## config.mk

```make
export PLATFORM = sky130hd
export DESIGN_NAME = linear_regression_accumulator
export DESIGN_NICKNAME = d
export VERILOG_FILES = /design/src/rtl/lra_pkg.sv /design/src/rtl/lra_muldiv.sv /design/src/rtl/linear_regression_accumulator.sv
export SDC_FILE = /design/constraint.sdc
export NUM_CORES = 2
export LEC_CHECK = 0
export BUFFER_PORTS_ARGS = -buffer_cell sky130_fd_sc_hd__buf_4
export CAP_MARGIN = 20
export CORE_MARGIN = 2
export CORE_UTILIZATION = 50
export DETAILED_ROUTE_END_ITERATION = 16
export PLACE_DENSITY = 0.62
export SLEW_MARGIN = 20
export SYNTH_ARGS = -nofsm -noshare
export SYNTH_HDL_FRONTEND = slang
export SYNTH_HIERARCHICAL = 1
export SYNTH_SLANG_ARGS = --single-unit
```

## constraint.sdc

```tcl
create_clock -name clock -period 15.55 [get_ports clock]
set_input_delay 0 -clock clock [delete_from_list [all_inputs] [get_ports clock]]
set_output_delay 0 -clock clock [all_outputs]
set_load 0.02 [all_outputs]
```

## src/rtl/lra_pkg.sv

```systemverilog
// Shared types and constants for the linear regression accumulator.
// Used by lra_muldiv and linear_regression_accumulator; depends on nothing.
`timescale 1ns / 1ps

package lra_pkg;

   localparam int NUM_W  = 128;
   localparam int OPB_W  = 64;
   localparam int STEP_W = 8;

   localparam logic [1:0] MODE_ADD   = 2'd0;
   localparam logic [1:0] MODE_CLEAR = 2'd1;
   localparam logic [1:0] MODE_READ  = 2'd2;

   localparam logic [OPB_W-1:0] Q_MAX = {1'b0, {(OPB_W-1){1'b1}}};
   localparam logic [OPB_W-1:0] Q_MIN = {1'b1, {(OPB_W-1){1'b0}}};

   typedef struct packed {
      logic              start;
      logic              div;
      logic              sub;
      logic [STEP_W-1:0] steps;
   } lra_cmd_type;

endpackage

```

## src/rtl/lra_muldiv.sv

```systemverilog
// Shared bit-serial multiply-accumulate and restoring divide unit.
// Depends on lra_pkg for widths, saturation limits and the command struct.
`timescale 1ns / 1ps

module lra_muldiv (
   input  logic                               clock,
   input  logic                               reset,
   input  lra_pkg::lra_cmd_type               cmd,
   input  logic signed [lra_pkg::NUM_W-1:0]   opa,
   input  logic signed [lra_pkg::OPB_W-1:0]   opb,
   input  logic signed [lra_pkg::NUM_W-1:0]   init,
   output logic                               done,
   output logic [lra_pkg::NUM_W-1:0]          acc,
   output logic [lra_pkg::OPB_W-1:0]          quo
);

   localparam logic [1:0] U_IDLE = 2'd0;
   localparam logic [1:0] U_RUN  = 2'd1;
   localparam logic [1:0] U_FIN  = 2'd2;

   logic [1:0]                  state_ff, state_in;
   logic [lra_pkg::NUM_W-1:0]   acc_ff, acc_in, mag_ff, mag_in;
   logic [lra_pkg::OPB_W-1:0]   mb_ff, mb_in, quo_ff, quo_in;
   logic [lra_pkg::OPB_W:0]     rem_ff, rem_in, rem_sh;
   logic [lra_pkg::OPB_W+1:0]   diff;
   logic [lra_pkg::NUM_W-1:0]   addend, sum;
   logic [lra_pkg::STEP_W-1:0]  cnt_ff, cnt_in;
   logic                        neg_ff, neg_in, div_ff, div_in, done_ff, done_in, ge;

   assign addend = neg_ff ? ~mag_ff : mag_ff;
   assign sum    = acc_ff + addend + lra_pkg::NUM_W'(neg_ff);
   assign rem_sh = {rem_ff[lra_pkg::OPB_W-1:0], mag_ff[lra_pkg::NUM_W-1]};
   assign diff   = {1'b0, rem_sh} - {2'b00, mb_ff};
   assign ge     = ~diff[lra_pkg::OPB_W+1];

   always_comb begin
      state_in = state_ff;
      acc_in   = acc_ff;
      mag_in   = mag_ff;
      mb_in    = mb_ff;
      rem_in   = rem_ff;
      cnt_in   = cnt_ff;
      neg_in   = neg_ff;
      div_in   = div_ff;
      quo_in   = quo_ff;
      done_in  = 1'b0;
      unique case (state_ff)
         U_IDLE: begin
            if (cmd.start) begin
               mag_in   = opa[lra_pkg::NUM_W-1] ? -opa : opa;
               mb_in    = opb[lra_pkg::OPB_W-1] ? -opb : opb;
               div_in   = cmd.div;
               neg_in   = cmd.div ? opa[lra_pkg::NUM_W-1]
                        : (opa[lra_pkg::NUM_W-1] ^ opb[lra_pkg::OPB_W-1] ^ cmd.sub);
               acc_in   = cmd.div ? '0 : init;
               rem_in   = '0;
               cnt_in   = cmd.steps;
               state_in = U_RUN;
            end
         end
         U_RUN: begin
            cnt_in = cnt_ff - 1'b1;
            mag_in = mag_ff << 1;
            if (div_ff) begin
               rem_in = ge ? diff[lra_pkg::OPB_W:0] : rem_sh;
               acc_in = {acc_ff[lra_pkg::NUM_W-2:0], ge};
            end else begin
               mb_in = mb_ff >> 1;
               if (mb_ff[0]) begin
                  acc_in = sum;
               end
            end
            if (cnt_ff == lra_pkg::STEP_W'(1)) begin
               if (div_ff) begin
                  state_in = U_FIN;
               end else begin
                  state_in = U_IDLE;
                  done_in  = 1'b1;
               end
            end
         end
         U_FIN: begin
            if (neg_ff) begin
               if ((|acc_ff[lra_pkg::NUM_W-1:lra_pkg::OPB_W])
                   || (acc_ff[lra_pkg::OPB_W-1:0] > lra_pkg::Q_MIN)) begin
                  quo_in = lra_pkg::Q_MIN;
               end else begin
                  quo_in = -acc_ff[lra_pkg::OPB_W-1:0];
               end
            end else if (|acc_ff[lra_pkg::NUM_W-1:lra_pkg::OPB_W-1]) begin
               quo_in = lra_pkg::Q_MAX;
            end else begin
               quo_in = acc_ff[lra_pkg::OPB_W-1:0];
            end
            done_in  = 1'b1;
            state_in = U_IDLE;
         end
         default: begin
            state_in = U_IDLE;
         end
      endcase
   end

   always_ff @(posedge clock) begin
      if (reset) begin
         state_ff <= U_IDLE;
         done_ff  <= 1'b0;
      end else begin
         state_ff <= state_in;
         done_ff  <= done_in;
      end
      acc_ff <= acc_in;
      mag_ff <= mag_in;
      mb_ff  <= mb_in;
      rem_ff <= rem_in;
      cnt_ff <= cnt_in;
      neg_ff <= neg_in;
      div_ff <= div_in;
      quo_ff <= quo_in;
   end

   assign done = done_ff;
   assign acc  = acc_ff;
   assign quo  = quo_ff;

endmodule

```

## src/rtl/linear_regression_accumulator.sv

```systemverilog
// A clear is done in the idle state; a sample add runs two multiply-accumulates and a read
// runs up to six multiply-accumulates and two divides, all on the one shared bit-serial
// multiply and divide unit. One transaction is worked on at a time.
// Reset synchronously clears the count, all sums, the overflow and null flags and the
// response valid flag. Top level; depends on lra_pkg and lra_muldiv.
`timescale 1ns / 1ps

module linear_regression_accumulator #(
   parameter int SAMPLE_BITS = 16,
   parameter int COUNT_BITS  = 16,
   parameter int FRAC_BITS   = 32
) (
   input  logic               clock,
   input  logic               reset,
   input  logic               req_valid,
   output logic               req_ready,
   input  logic [1:0]         req_mode,
   input  logic signed [15:0] req_x_sample,
   input  logic signed [15:0] req_y_sample,
   input  logic               req_x_is_null,
   input  logic               req_y_is_null,
   output logic               rsp_valid,
   input  logic               rsp_ready,
   output logic signed [63:0] rsp_slope,
   output logic signed [63:0] rsp_intercept,
   output logic [15:0]        rsp_sample_count,
   output logic               rsp_result_null,
   output logic               rsp_count_overflow
);

   localparam int SX_W  = SAMPLE_BITS + COUNT_BITS + 1;
   localparam int SXX_W = 2 * SAMPLE_BITS + COUNT_BITS - 1;
   localparam int SXY_W = 2 * SAMPLE_BITS + COUNT_BITS;
   localparam int OW    = lra_pkg::OPB_W;
   localparam int NW    = lra_pkg::NUM_W;

   localparam logic [3:0] S_IDLE   = 4'd0;
   localparam logic [3:0] S_ADD_XX = 4'd1;
   localparam logic [3:0] S_ADD_XY = 4'd2;
   localparam logic [3:0] S_P1     = 4'd3;
   localparam logic [3:0] S_P2     = 4'd4;
   localparam logic [3:0] S_P3     = 4'd5;
   localparam logic [3:0] S_P4     = 4'd6;
   localparam logic [3:0] S_DIV1   = 4'd7;
   localparam logic [3:0] S_P5     = 4'd8;
   localparam logic [3:0] S_P6     = 4'd9;
   localparam logic [3:0] S_DIV2   = 4'd10;
   localparam logic [3:0] S_OUT    = 4'd11;

   logic [3:0]                    state_ff, state_in;
   logic                          issued_ff, issued_in;
   logic [COUNT_BITS-1:0]         count_ff, count_in;
   logic signed [SX_W-1:0]        sum_x_ff, sum_x_in, sum_y_ff, sum_y_in;
   logic [SXX_W-1:0]              sxx_ff, sxx_in;
   logic signed [SXY_W-1:0]       sxy_ff, sxy_in;
   logic                          ovf_ff, ovf_in, null_ff, null_in;
   logic signed [SAMPLE_BITS-1:0] x_ff, x_in, y_ff, y_in;
   logic [OW-1:0]                 var_ff, var_in, slope_ff, slope_in;
   logic                          rsp_valid_ff, rsp_valid_in;
   logic [63:0]                   rsp_slope_ff, rsp_slope_in, rsp_icpt_ff, rsp_icpt_in;
   logic [15:0]                   rsp_count_ff, rsp_count_in;
   logic                          rsp_null_ff, rsp_null_in, rsp_ovf_ff, rsp_ovf_in;

   lra_pkg::lra_cmd_type          cmd;
   logic signed [OW-1:0]          a64, b64, x64, y64, sx64, sy64, sxx64, sxy64, cnt64;
   logic signed [NW-1:0]          opa, init;
   logic                          u_done;
   logic [NW-1:0]                 u_acc;
   logic [OW-1:0]                 u_quo;

   assign x64   = {{(OW-SAMPLE_BITS){x_ff[SAMPLE_BITS-1]}}, x_ff};
   assign y64   = {{(OW-SAMPLE_BITS){y_ff[SAMPLE_BITS-1]}}, y_ff};
   assign sx64  = {{(OW-SX_W){sum_x_ff[SX_W-1]}}, sum_x_ff};
   assign sy64  = {{(OW-SX_W){sum_y_ff[SX_W-1]}}, sum_y_ff};
   assign sxx64 = {{(OW-SXX_W){1'b0}}, sxx_ff};
   assign sxy64 = {{(OW-SXY_W){sxy_ff[SXY_W-1]}}, sxy_ff};
   assign cnt64 = {{(OW-COUNT_BITS){1'b0}}, count_ff};

   always_comb begin
      a64  = '0;
      b64  = '0;
      init = '0;
      unique case (state_ff)
         S_ADD_XX: begin a64 = x64;   b64 = x64;
                         init = {{(NW-OW){1'b0}}, sxx64}; end
         S_ADD_XY: begin a64 = x64;   b64 = y64;
                         init = {{(NW-OW){sxy64[OW-1]}}, sxy64}; end
         S_P1:     begin a64 = sxx64; b64 = cnt64; end
         S_P2:     begin a64 = sx64;  b64 = sx64;  init = u_acc; end
         S_P3:     begin a64 = sxy64; b64 = cnt64; end
         S_P4:     begin a64 = sx64;  b64 = sy64;  init = u_acc; end
         S_P5:     begin a64 = sxx64; b64 = sy64;  end
         S_P6:     begin a64 = sxy64; b64 = sx64;  init = u_acc; end
         S_DIV1, S_DIV2: begin b64 = var_ff; end
         default: begin a64 = '0; end
      endcase
      cmd.start = (state_ff != S_IDLE) && (state_ff != S_OUT) && !issued_ff;
      cmd.div   = (state_ff == S_DIV1) || (state_ff == S_DIV2);
      cmd.sub   = (state_ff == S_P2) || (state_ff == S_P4) || (state_ff == S_P6);
      if ((state_ff == S_ADD_XX) || (state_ff == S_ADD_XY)) begin
         cmd.steps = lra_pkg::STEP_W'(SAMPLE_BITS);
      end else if (cmd.div) begin
         cmd.steps = lra_pkg::STEP_W'(NW);
      end else begin
         cmd.steps = lra_pkg::STEP_W'(SXY_W);
      end
      opa = cmd.div ? (u_acc << FRAC_BITS) : {{(NW-OW){a64[OW-1]}}, a64};
   end

   lra_muldiv u_muldiv (
      .clock (clock),
      .reset (reset),
      .cmd   (cmd),
      .opa   (opa),
      .opb   (b64),
      .init  (init),
      .done  (u_done),
      .acc   (u_acc),
      .quo   (u_quo)
   );

   assign req_ready = (state_ff == S_IDLE);

   always_comb begin
      state_in     = state_ff;
      issued_in    = issued_ff | cmd.start;
      count_in     = count_ff;
      sum_x_in     = sum_x_ff;
      sum_y_in     = sum_y_ff;
      sxx_in       = sxx_ff;
      sxy_in       = sxy_ff;
      ovf_in       = ovf_ff;
      null_in      = null_ff;
      x_in         = x_ff;
      y_in         = y_ff;
      var_in       = var_ff;
      slope_in     = slope_ff;
      rsp_valid_in = rsp_valid_ff && !rsp_ready;
      rsp_slope_in = rsp_slope_ff;
      rsp_icpt_in  = rsp_icpt_ff;
      rsp_count_in = rsp_count_ff;
      rsp_null_in  = rsp_null_ff;
      rsp_ovf_in   = rsp_ovf_ff;
      if (u_done) begin
         issued_in = 1'b0;
      end
      unique case (state_ff)
         S_IDLE: begin
            if (req_valid) begin
               case (req_mode)
                  lra_pkg::MODE_ADD: begin
                     if (!req_x_is_null && !req_y_is_null) begin
                        if (&count_ff) begin
                           ovf_in = 1'b1;
                        end else begin
                           x_in     = req_x_sample[SAMPLE_BITS-1:0];
                           y_in     = req_y_sample[SAMPLE_BITS-1:0];
                           sum_x_in = sum_x_ff + SX_W'(signed'(req_x_sample[SAMPLE_BITS-1:0]));
                           sum_y_in = sum_y_ff + SX_W'(signed'(req_y_sample[SAMPLE_BITS-1:0]));
                           count_in = count_ff + 1'b1;
                           state_in = S_ADD_XX;
                        end
                     end
                  end
                  lra_pkg::MODE_CLEAR: begin
                     count_in = '0;
                     sum_x_in = '0;
                     sum_y_in = '0;
                     sxx_in   = '0;
                     sxy_in   = '0;
                     ovf_in   = 1'b0;
                  end
                  lra_pkg::MODE_READ: begin
                     null_in  = 1'b0;
                     state_in = S_P1;
                  end
                  default: begin
                     state_in = S_IDLE;
                  end
               endcase
            end
         end
         S_ADD_XX: if (u_done) begin
            sxx_in   = u_acc[SXX_W-1:0];
            state_in = S_ADD_XY;
         end
         S_ADD_XY: if (u_done) begin
            sxy_in   = u_acc[SXY_W-1:0];
            state_in = S_IDLE;
         end
         S_P1: if (u_done) begin
            state_in = S_P2;
         end
         S_P2: if (u_done) begin
            var_in = u_acc[OW-1:0];
            if ((count_ff == '0) || (u_acc == '0)) begin
               null_in  = 1'b1;
               state_in = S_OUT;
            end else begin
               state_in = S_P3;
            end
         end
         S_P3: if (u_done) begin
            state_in = S_P4;
         end
         S_P4: if (u_done) begin
            state_in = S_DIV1;
         end
         S_DIV1: if (u_done) begin
            slope_in = u_quo;
            state_in = S_P5;
         end
         S_P5: if (u_done) begin
            state_in = S_P6;
         end
         S_P6: if (u_done) begin
            state_in = S_DIV2;
         end
         S_DIV2: if (u_done) begin
            state_in = S_OUT;
         end
         S_OUT: begin
            if (!rsp_valid_ff || rsp_ready) begin
               rsp_valid_in = 1'b1;
               rsp_slope_in = null_ff ? '0 : slope_ff;
               rsp_icpt_in  = null_ff ? '0 : u_quo;
               rsp_count_in = 16'(count_ff);
               rsp_null_in  = null_ff;
               rsp_ovf_in   = ovf_ff;
               state_in     = S_IDLE;
            end
         end
         default: begin
            state_in = S_IDLE;
         end
      endcase
   end

   always_ff @(posedge clock) begin
      if (reset) begin
         state_ff     <= S_IDLE;
         issued_ff    <= 1'b0;
         count_ff     <= '0;
         sum_x_ff     <= '0;
         sum_y_ff     <= '0;
         sxx_ff       <= '0;
         sxy_ff       <= '0;
         ovf_ff       <= 1'b0;
         null_ff      <= 1'b0;
         rsp_valid_ff <= 1'b0;
      end else begin
         state_ff     <= state_in;
         issued_ff    <= issued_in;
         count_ff     <= count_in;
         sum_x_ff     <= sum_x_in;
         sum_y_ff     <= sum_y_in;
         sxx_ff       <= sxx_in;
         sxy_ff       <= sxy_in;
         ovf_ff       <= ovf_in;
         null_ff      <= null_in;
         rsp_valid_ff <= rsp_valid_in;
      end
      x_ff         <= x_in;
      y_ff         <= y_in;
      var_ff       <= var_in;
      slope_ff     <= slope_in;
      rsp_slope_ff <= rsp_slope_in;
      rsp_icpt_ff  <= rsp_icpt_in;
      rsp_count_ff <= rsp_count_in;
      rsp_null_ff  <= rsp_null_in;
      rsp_ovf_ff   <= rsp_ovf_in;
   end

   assign rsp_valid          = rsp_valid_ff;
   assign rsp_slope          = rsp_slope_ff;
   assign rsp_intercept      = rsp_icpt_ff;
   assign rsp_sample_count   = rsp_count_ff;
   assign rsp_result_null    = rsp_null_ff;
   assign rsp_count_overflow = rsp_ovf_ff;

   a_rsp_from_out: assert property (@(posedge clock) disable iff (reset)
      $rose(rsp_valid_ff) |-> $past(state_ff == S_OUT))
      else $error("Result transaction appeared without a finished read.");

   a_null_zero: assert property (@(posedge clock) disable iff (reset)
      rsp_valid_ff && rsp_null_ff |-> (rsp_slope_ff == '0) && (rsp_icpt_ff == '0))
      else $error("Null result carries a nonzero slope or intercept.");

   a_done_issued: assert property (@(posedge clock) disable iff (reset)
      u_done |-> issued_ff)
      else $error("Arithmetic unit finished an operation that was never issued.");

endmodule
```

==> summary.txt <==
Status
  – Outcome: finished clean

Timing
  – Slew @ Worst Pin: 1.26 ns
  – Final period util: between 40 and 50%
  – Post-layout min period: 7.30 ns
  – Fin. max-slew vios: 0
  – Clk_skew: 0.0610 ns
  – Final hold violations: 0
  – Final hold slack: 0.139 ns
  – RSZ-0062 raised after global routing: no
  – Setup tns final: 0 ns
  – Max_slew headroom: 15.5%
  – FMAX: roughly 140 MHz
  – Final setup vio count: 0

CTS
  – Sink count of the clock tree: 952
  – CTS Root Cell: clkbuf_16
  – Setup repair bufs after CTS: 0
  – Htree depth: 3
  – Clk slew on worst S/H paths: approximately 0.07 ns
  – CTS tree: built
  – TritonCTS buffer count: 109
  – Worst-Skew Late Latency: roughly 0.77 ns
  – Deepest clock path buffer count: 3

Synth
  – Top cell type's share of synthesized area: a little over a third
  – Netlist cell types: about 110
  – Synth Register Bits: 952
  – Ys Warns: 6
  – Netlist Area Pre-Place: approximately 64000 µm²
  – Sequential cell area fraction in the yosys report: 42.0%
  – Main flop type after synthesis: edfxtp_1
  – Synth Instances: about 7000
  – Most common cell in the netlist: nand2_1
  – Cell taking the most area after synthesis: edfxtp_1
  – Asr flop ratio synth: 0%
  – Syn_area_per_cell: 9.08 µm²
  – Top cells by area, synth: edfxtp_1 36%, dfxtp_1 5.9%, ha_1 5.5%, xor2_1 5.0%, nand2_1 4.8%
  – Post-synth EDFFs: 764
  – Synth top cells by count: 818 x nand2_1, 764 x edfxtp_1, 568 x a21oi_1, 547 x o21ai_0, 406 x nor2_1

Setup path
  – Slack of the worst reg-to-reg path: 8.25 ns
  – Crit path max fanout: 81
  – Path type of the worst setup path: reg -> reg
  – CP Capture Type: flip-flop
  – CP required: 16.01 ns
  – R2R cell count: 19
  – Arrival time worst endpoint: 7.76 ns
  – Startpoint Class: flip-flop

GRT
  – GR Util All Layers: 34.4%
  – Vias in the first global route: 53100
  – Initial antenna violation count: 9
  – Grt total ovfl: 0
  – First-pass GRT wire length: ~340 mm
  – Largest net degree at the start of global routing: 125

Routing
  – DRT Wirelength: 232 mm
  – Post-DR vias/cell: 6.50
  – Via count: 57400
  – DRT Pass-1 Iters: 10
  – Avg WL per Cell: 26.3 µm
  – Drt drc: 0
  – First DRT Iteration DRCs: around 7400
  – Post-route ant nets: 0

Die
  – Die W: 361 µm
  – IO Pins: 188
  – Initial core utilization: between 50% and 60%
  – Die height: 361 µm
  – Die area: 130000 µm²
  – Std-Cell Rows: between 100 and 150
  – Core region area: between 100000 and 150000 µm²

Hold path
  – Hold/Removal Path Class: in -> reg
  – Hold depth: 4

Place
  – Detailed Place HPWL: 166 mm
  – RD Place Congestion: just under 1
  – IO Port Bufs: 187

Run
  – Max Cap Viol: 0

Cells and area
  – Util after Layout: 56.5%
  – Final nets: 7400
  – Area Overhead vs Synth: 11.9%
  – Share of cells above drive strength 1: under 10%
  – Fillers: 11300
## critical path, cell delays in order (launching register included)
cell	delay [ns]
dfxtp_1	0.84
nor2b_1	0.23
and2_4	0.40
or2_1	0.30
buf_4	0.21
a22oi_2	0.66
nand2_2	0.06
buf_4	0.38
a21o_1	0.31
or3_1	0.42
nor4_1	0.39
nand4b_1	0.26
or2_2	0.41
or3_1	0.50
nor2_2	0.21
nand3_1	0.21
or3_1	0.41
o41ai_1	0.34
xnor2_1	0.10
mux2_2	0.27
## flip-flops by register name (all words and copies together), names as in the netlist, 64 cells and up
signal,cells
u_muldiv/acc,128
slope_ff,64
u_muldiv/mag_ff,128
u_muldiv/quo,64
u_muldiv/mb_ff,64
rsp_slope,64
u_muldiv/rem_ff,64
var_ff,64
rsp_intercept,64
## worst paths after layout
path,from,endpoint
max,state_ff[2],u_muldiv/mag_ff[103]
min,req_y_is_null,y_ff[5]
max reg2reg,state_ff[2],u_muldiv/mag_ff[103]
min reg2reg,u_muldiv/quo[26],slope_ff[26]
## kinds of logic after synthesis
family                   count (synthesis)  share of synthesized area, %
AO/OA/AOI/OAI                         2236                          22.7
XOR/XNOR                               562                          7.74
adder cells (fa/ha/maj)                283                          5.61
buffers and inverters                  665                          3.99
flip-flops                             952                          42.0
multiplexers                            53                         0.893
other                                    1                       0.00590
AND/OR/NAND/NOR                       2252                          17.0
## stage by stage
stage | setup WS (ns) | cell area, µm² | instances
final | 8.25 | 71200 | 8827
after global routing | 7.86 | 71200 | 8824
after CTS | 8.40 | 71100 | 8819
after detailed placement | 8.47 | 66600 | 8539
after global placement | 8.63 | 66600 | 8539
after floorplan | 7.59 | 63600 | 7008
## routing by layer
metal | routed length (µm) | global-route usage, % | share of wire (%)
met1 | 98300 | 47.8 | 42
met2 | 99600 | 51.5 | 43
met3 | 22800 | 7.65 | 9.9
met4 | 11200 | 14.8 | 4.8
met5 | 21 | 0 | 0.0091
## cell usage in the layout (no fill, tap or decap), types with 28 or more instances in the layout
master         count
a211oi_1          35
a21o_1           317
a21oi_1          565
a222oi_1          62
a22o_1            38
a22oi_1          174
a31oi_1           43
and3_1            28
buf_4            316
clkbuf_1          30
clkbuf_16        109
dfxtp_1          187
dlygate4sd3_1     73
edfxtp_1         764
ha_1             277
inv_1            225
nand2_1          816
nand2b_1          43
nand3_1          225
nand4_1          117
nor2_1           397
nor2b_1          160
nor3_1           116
nor4_1            91
o21a_1            47
o21ai_0          547
o21bai_1          72
o22ai_1           41
o31ai_1           62
o41ai_1           29
or3_1             80
or4_1             46
xnor2_1          199
xor2_1           363
## repair_timing
item | in CTS | in global routing
endpoints found under the hold margin | 87 | 0
resized for setup | 0 | 0
hold buffers | 73 | 0
## final cells by class
| cell class | count | area, µm² | area share, % |
|---|---|---|---|
| well taps | 1650 | 2060 | 2.90 |
| diodes | 4 | 10.0 | 0.0141 |
| clock inverters | 59 | 778 | 1.09 |
| repair buffers | 394 | 3190 | 4.48 |
| inverters | 229 | 872 | 1.23 |
| flip-flops and latches | 952 | 26700 | 37.5 |
| clock buffers | 148 | 2960 | 4.16 |
| multi-input cells | 5391 | 34600 | 48.6 |
Power is left out: the tool's default activity adds up to more than one toggle a clock period on the data nets, which glitch-free logic cannot reach.
